`src/hw/rtl/qvt_pkg.sv`:
```
// qvt_pkg: shared types and constants for the q value table block
// used by qvt_ctrl, qvt_datapath and q_value_table_with_argmax; no dependencies
`timescale 1ns / 1ps

package qvt_pkg;

    // table geometry
    localparam int NUM_CODES      = 27;
    localparam int TABLE_DEPTH    = NUM_CODES * NUM_CODES;
    localparam int ADDR_W         = $clog2(TABLE_DEPTH);
    localparam int IDX_W          = $clog2(NUM_CODES);
    localparam int CODE_W         = 2;
    localparam int OUT_VALUE_W    = 32;
    localparam int VALUE_WIDTH_DEF = 32;

    // operation codes
    typedef enum logic [1:0] {
        OP_READ  = 2'd0,
        OP_WRITE = 2'd1,
        OP_BEST  = 2'd2,
        OP_NOP   = 2'd3
    } t_op;

    // commands from controller to datapath
    typedef struct packed {
        logic latch;       // capture the input beat
        logic clear_wr;    // write zero at the sweep counter
        logic write;       // write the captured value
        logic scan_issue;  // read one action entry of the scan
        logic finish;      // load the result registers
    } t_ctrl_cmd;

    // status from datapath to controller
    typedef struct packed {
        logic clear_last;  // sweep counter on the last table entry
        logic scan_last;   // scan counter on the last action
    } t_dp_status;

endpackage

```
`src/hw/rtl/qvt_ctrl.sv`:
```
// qvt_ctrl: sequencing state machine for the q value table
// depends on qvt_pkg for op codes and the command/status structs
`timescale 1ns / 1ps

module qvt_ctrl (
    input  logic                  i_clk,
    input  logic                  i_rst_n,
    input  logic                  start,
    input  logic [1:0]            i_op,
    input  qvt_pkg::t_dp_status   i_status,
    output qvt_pkg::t_ctrl_cmd    o_cmd,
    output logic                  busy,
    output logic                  o_strobe
);

    typedef enum logic [2:0] {
        S_CLEAR,
        S_IDLE,
        S_READ,
        S_WRITE,
        S_SCAN,
        S_DRAIN,
        S_FINISH
    } t_state;

    t_state r_state, n_state;
    logic   r_strobe;
    logic   w_accept;
    qvt_pkg::t_op w_op;

    assign w_op     = qvt_pkg::t_op'(i_op);
    assign w_accept = start && (r_state == S_IDLE);

    // next state
    always_comb begin
        n_state = r_state;
        case (r_state)
            S_CLEAR: begin
                if (i_status.clear_last) n_state = S_IDLE;
            end
            S_IDLE: begin
                if (w_accept) begin
                    case (w_op)
                        qvt_pkg::OP_READ:  n_state = S_READ;
                        qvt_pkg::OP_WRITE: n_state = S_WRITE;
                        qvt_pkg::OP_BEST:  n_state = S_SCAN;
                        default:           n_state = S_FINISH;
                    endcase
                end
            end
            S_READ:   n_state = S_FINISH;
            S_WRITE:  n_state = S_FINISH;
            S_SCAN: begin
                if (i_status.scan_last) n_state = S_DRAIN;
            end
            S_DRAIN:  n_state = S_FINISH;
            S_FINISH: n_state = S_IDLE;
            default:  n_state = S_IDLE;
        endcase
    end

    // state and result strobe
    always_ff @(posedge i_clk) begin
        if (!i_rst_n) begin
            r_state  <= S_CLEAR;
            r_strobe <= 1'b0;
        end else begin
            r_state  <= n_state;
            r_strobe <= (r_state == S_FINISH);
        end
    end

    // commands decoded from state
    always_comb begin
        o_cmd            = '0;
        o_cmd.latch      = w_accept;
        o_cmd.clear_wr   = (r_state == S_CLEAR);
        o_cmd.write      = (r_state == S_WRITE);
        o_cmd.scan_issue = (r_state == S_SCAN);
        o_cmd.finish     = (r_state == S_FINISH);
    end

    assign busy     = (r_state != S_IDLE);
    assign o_strobe = r_strobe;

endmodule

```
`config.mk`:
```
export PLATFORM = sky130hd
export DESIGN_NAME = qvt_ctrl
export DESIGN_NICKNAME = d
export VERILOG_FILES = /design/src/hw/rtl/qvt_pkg.sv /design/src/hw/rtl/qvt_ctrl.sv
export SDC_FILE = /design/constraint.sdc
export NUM_CORES = 1
export LEC_CHECK = 0
export BUFFER_PORTS_ARGS = -buffer_cell sky130_fd_sc_hd__buf_2
export CAP_MARGIN = 30
export CORE_AREA = 2 2 39 41
export DETAILED_ROUTE_END_ITERATION = 8
export DIE_AREA = 0 0 41 43
export SYNTH_ARGS = -nofsm -noshare
export SYNTH_HDL_FRONTEND = slang
export SYNTH_SLANG_ARGS = --single-unit
```
`constraint.sdc`:
```
create_clock -name i_clk -period 1.9 [get_ports i_clk]
set_input_delay 0.38 -clock i_clk [delete_from_list [all_inputs] [get_ports i_clk]]
set_output_delay 0.38 -clock i_clk [all_outputs]
set_load 0.1 [all_outputs]
```
# == Yosys cells after proc, flatten, opt, wreduce, memory -nomap -nowiden ==
# Index checks and enable logic that the tools add are counted.
# op_classes
n_eq_ne,12
muxes,5
reduce_logical,5
# op_table
op,n
$pmux W3 S4,1
$eq A3 B3 Y1 const B,3
$mux W3,3
$pmux W3 S3,1
$eq A3 B2 Y1 const B,2
$ne A2 B2 Y1 const B,3
$eq A3 B1 Y1 const B,1
$logic_not A3 Y1,1
$ne A3 B1 Y1 const B,1
$reduce_and A3 Y1,1
$reduce_or A3 Y1,1
$eq A2 B1 Y1 const B,1
$eq A2 B2 Y1 const B,1
$logic_not A2 Y1,1
$logic_and A1 B1 Y1,1
# totals
register_bits,4
in_bits,7
out_inout_bits,7
wordCells,24

# == Longest topological paths before layout ==
# logic_depth
ltp_word,4
depth_mapped,4
mapped_depth_nobuf,3

# == Worst setup path after synthesis ==
# OpenSTA, ideal clock, no wires.
# synth_path
path_kind,reg-to-output
from,register r_state[2]
to,output port o_cmd[3] (netlist bit)
arrival_time_ns,2.501
required_time_ns,1.520
path_slack_ns,-0.981
path_stages_with_launch,3
path_cell_list,dfxtp_1 -> buf_4 -> nor3_1
# synth_lines
element,line_no,source
"start, declared",qvt_ctrl.sv:26,"t_state r_state, n_state;"
"start signal, assigned",qvt_ctrl.sv:68,r_state <= n_state;
"end, declared",qvt_ctrl.sv:11,"output qvt_pkg::t_ctrl_cmd o_cmd,"

# == Worst setup path in the final report ==
# layout_path
from,register r_state[0]
to,output port busy
# layout_via
elab_chain_len,1
# layout_rtl
element,line_no,source
$ne A3 B1 Y1,qvt_ctrl.sv:83,assign busy = (r_state != S_IDLE);
"end, declared",qvt_ctrl.sv:12,"output logic busy,"
# No other way between the ends.

==> flow_summary.toml <==
[outcome]
status = "finished, final reports clean"

[sta]
setup_viol = 0
setup_ws_ps = 83.1
tightest_slew_ps = 485
fmax_mhz = 550
slew_viol_final = 0
finalHoldViolCount = 0
setup_tns_ps = 0
fin_worst_skew_ps = 1.35
rsz0062_at_grt = "false"
fin_crit_sh_pct = 95.6
min_period_ps = 1820
hold_slack_ps = 439
slew-limit-headroom_pct = 67.9

[critical_path]
worstPathBufferInverterCount = 1
slowest_stage = "dfxtp_1"
r2r_start = "r_state[0]"
reg2reg_depth = 3
end_kind = "primary output"
start_kind = "flip-flop"
max_stage_delay_ps = 470
cp.required_ps = 1520
crit_chain = "or3b_4, buf_2"
rrSetupSlack_ps = 620
worstSetupPathType = "reg2out"
critical-path-top-delay-family = "flip-flops"
crit_fanout = 8
arrival_ps = 1440
rr_endpoint = "r_state[0]"

[synthesis]
synth_top_family_by_area = "simple AND/OR/NAND/NOR gates"
yosys.area_share.adder_pct = 0
syn-cell-area_um2 = 249
synth.area.mux_share_pct = 4.52
seq_area_frac_synth_pct = 32.2
synth.distinct_cells = 19
syn_inst = 29
ys_warn_count = 0
synth_compound_area_share_pct = 10.1
syn_avg_cell_area_um2 = 8.59
ys_seq_elements = 4
synth_nets = 36
synth-simple-area-share_pct = 43.7
synthXorXnorAreaFrac_pct = 0

[floorplanning]
dieWidth_um = 41
io_pins = 14
fp-row-count = 14
start_util_pct = 18.0
die_area_mm2 = 0.00176
core_area_mm2 = 0.00138
die_h_um = 43

[hold_path]
hold_path.class = "in2reg"
hold_depth = 3
hold_end = "r_state[0]"
worstHoldStart = "i_op[0]"

[cts]
htreeDepth = 1
root_buffer = "clkbuf_4"
cts.repair.resized = 0
cts_tree = "built"
clkSinkCount = 4
path_clk_slew_ps = 40
clock_path_buffers = 2
cts_made_buffers = 3
ctsHoldBuffers = 0
clock_latency_ps = 230
cts_setup_buffers = 0

[global_route]
grt_pass1_vias = 241
gr-usage-all-layers_pct = 9.64
antenna_found_initial = 0
grt_first_pass_wirelength_mm = 1.05
overflow = 0
grt_max_degree = 11

[placement]
routabilityCongestion = 0.723
post-dp-hpwl_um = 438
dp_slack_ps = 325
port-buffer-count = 13

[routing]
wl_um = 584
drtIter0Drc = 2
drc = 0
drtAntennaViolNets = 0
first_pass_iters = 3
vias_per_cell = 4.40
wire_per_inst_um = 10.1
vias = 255

[layout]
nets = 51
layout-drive-gt1-share_pct = 50.0
num_antenna_cells = 0
final_core_util_pct = 25.0
fillers = 165
regArea_um2 = 80.1
multi_input_area_um2 = 153
area_delta_synth_final_pct = 39.2

[power_and_ir_drop]
power.density_mw_per_mm2 = 1170
worst_ir_drop_vdd_uv = 288
p_leak_uw = 0.000168
finalPower_uw = 404

[run]
cap_violations = 0
==> cell usage after synthesis (all sizes together) <==
cell type	n	area (um2)
dfxtp	4	80.1
buf	3	20.0
nand3	3	20.0
nor2	3	11.3
nor3	3	15.0
nand2	2	7.51
a211oi	1	7.51
a311oi	1	8.76
and2	1	6.26
and3b	1	10.0
and4bb	1	12.5
inv	1	3.75
mux2	1	11.3
nand2b	1	6.26
nand4b	1	8.76
o31a	1	8.76
or3b	1	11.3
==> cells in the final DEF (no fill, tap or decap), types with 2 or more instances in the layout <==
master,count
nand2_1,2
buf_2,12
nor2_1,2
clkbuf_4,4
dfxtp_1,4
nand3_1,2
nor3_1,2
==> per-layer routing <==
| layer | up-vias | routed length, um | track usage, % |
|---|---|---|---|
| met1 | 111 | 265 | 11.9 |
| met2 | 13 | 238 | 9.69 |
| met4 | 0 | 22 | 12.0 |
| met5 | - | 0 | 0 |
| li1 | 129 | - | - |
| met3 | 2 | 58 | 5.24 |
==> registers in the layout (all words and copies together), names as in the netlist <==
signal	flops
r_state	3
o_strobe	1
==> per-stage QoR <==
stage               std cells  cell area [um2]
floorplan                  29              256
global placement           55              322
detailed placement         55              322
CTS                        58              344
global route               58              347
finish                     58              347
==> report_power, final <==
part           internal, uW  switching [uW]  total, uW
registers              93.2            20.2        113
logic                  40.8             145        186
clock network          70.6            34.6        105
==> area by class of cell <==
type / instances / share of cell area [%]
clock buffer: 3 / 6.50
inverter: 1 / 1.08
multi-input combinational: 21 / 44.0
sequential: 4 / 23.1
tap: 16 / 5.78
timing repair buffer: 13 / 19.5
==> worst max path at each step <==
stage	depth (start not counted)	slack, ps	end	from
finish	2	80	busy	r_state[0]
global route	2	20	o_cmd[4]	r_state[0]
CTS	2	70	busy	r_state[0]
detailed placement	2	320	busy	r_state[0]
global placement	2	330	busy	r_state[0]
floorplan	2	-130	o_cmd[3]	r_state[2]
==> worst reg2reg max path, delay by kind of cell, from the launching register on <==
| kind | cells | cell delay, ps |
|---|---|---|
| flip-flops | 1 | 470 |
| AO/OA/AOI/OAI | 1 | 250 |
| AND/OR/NAND/NOR | 2 | 500 |
==> logic make-up (layout without fill, tap and decap cells) <==
logic type,count (synthesis),in the layout
mux,1,1
flops,4,4
compound gates,3,3
simple gates,17,17
buf+inv,4,17
Power figures use the tool's default switching activity.
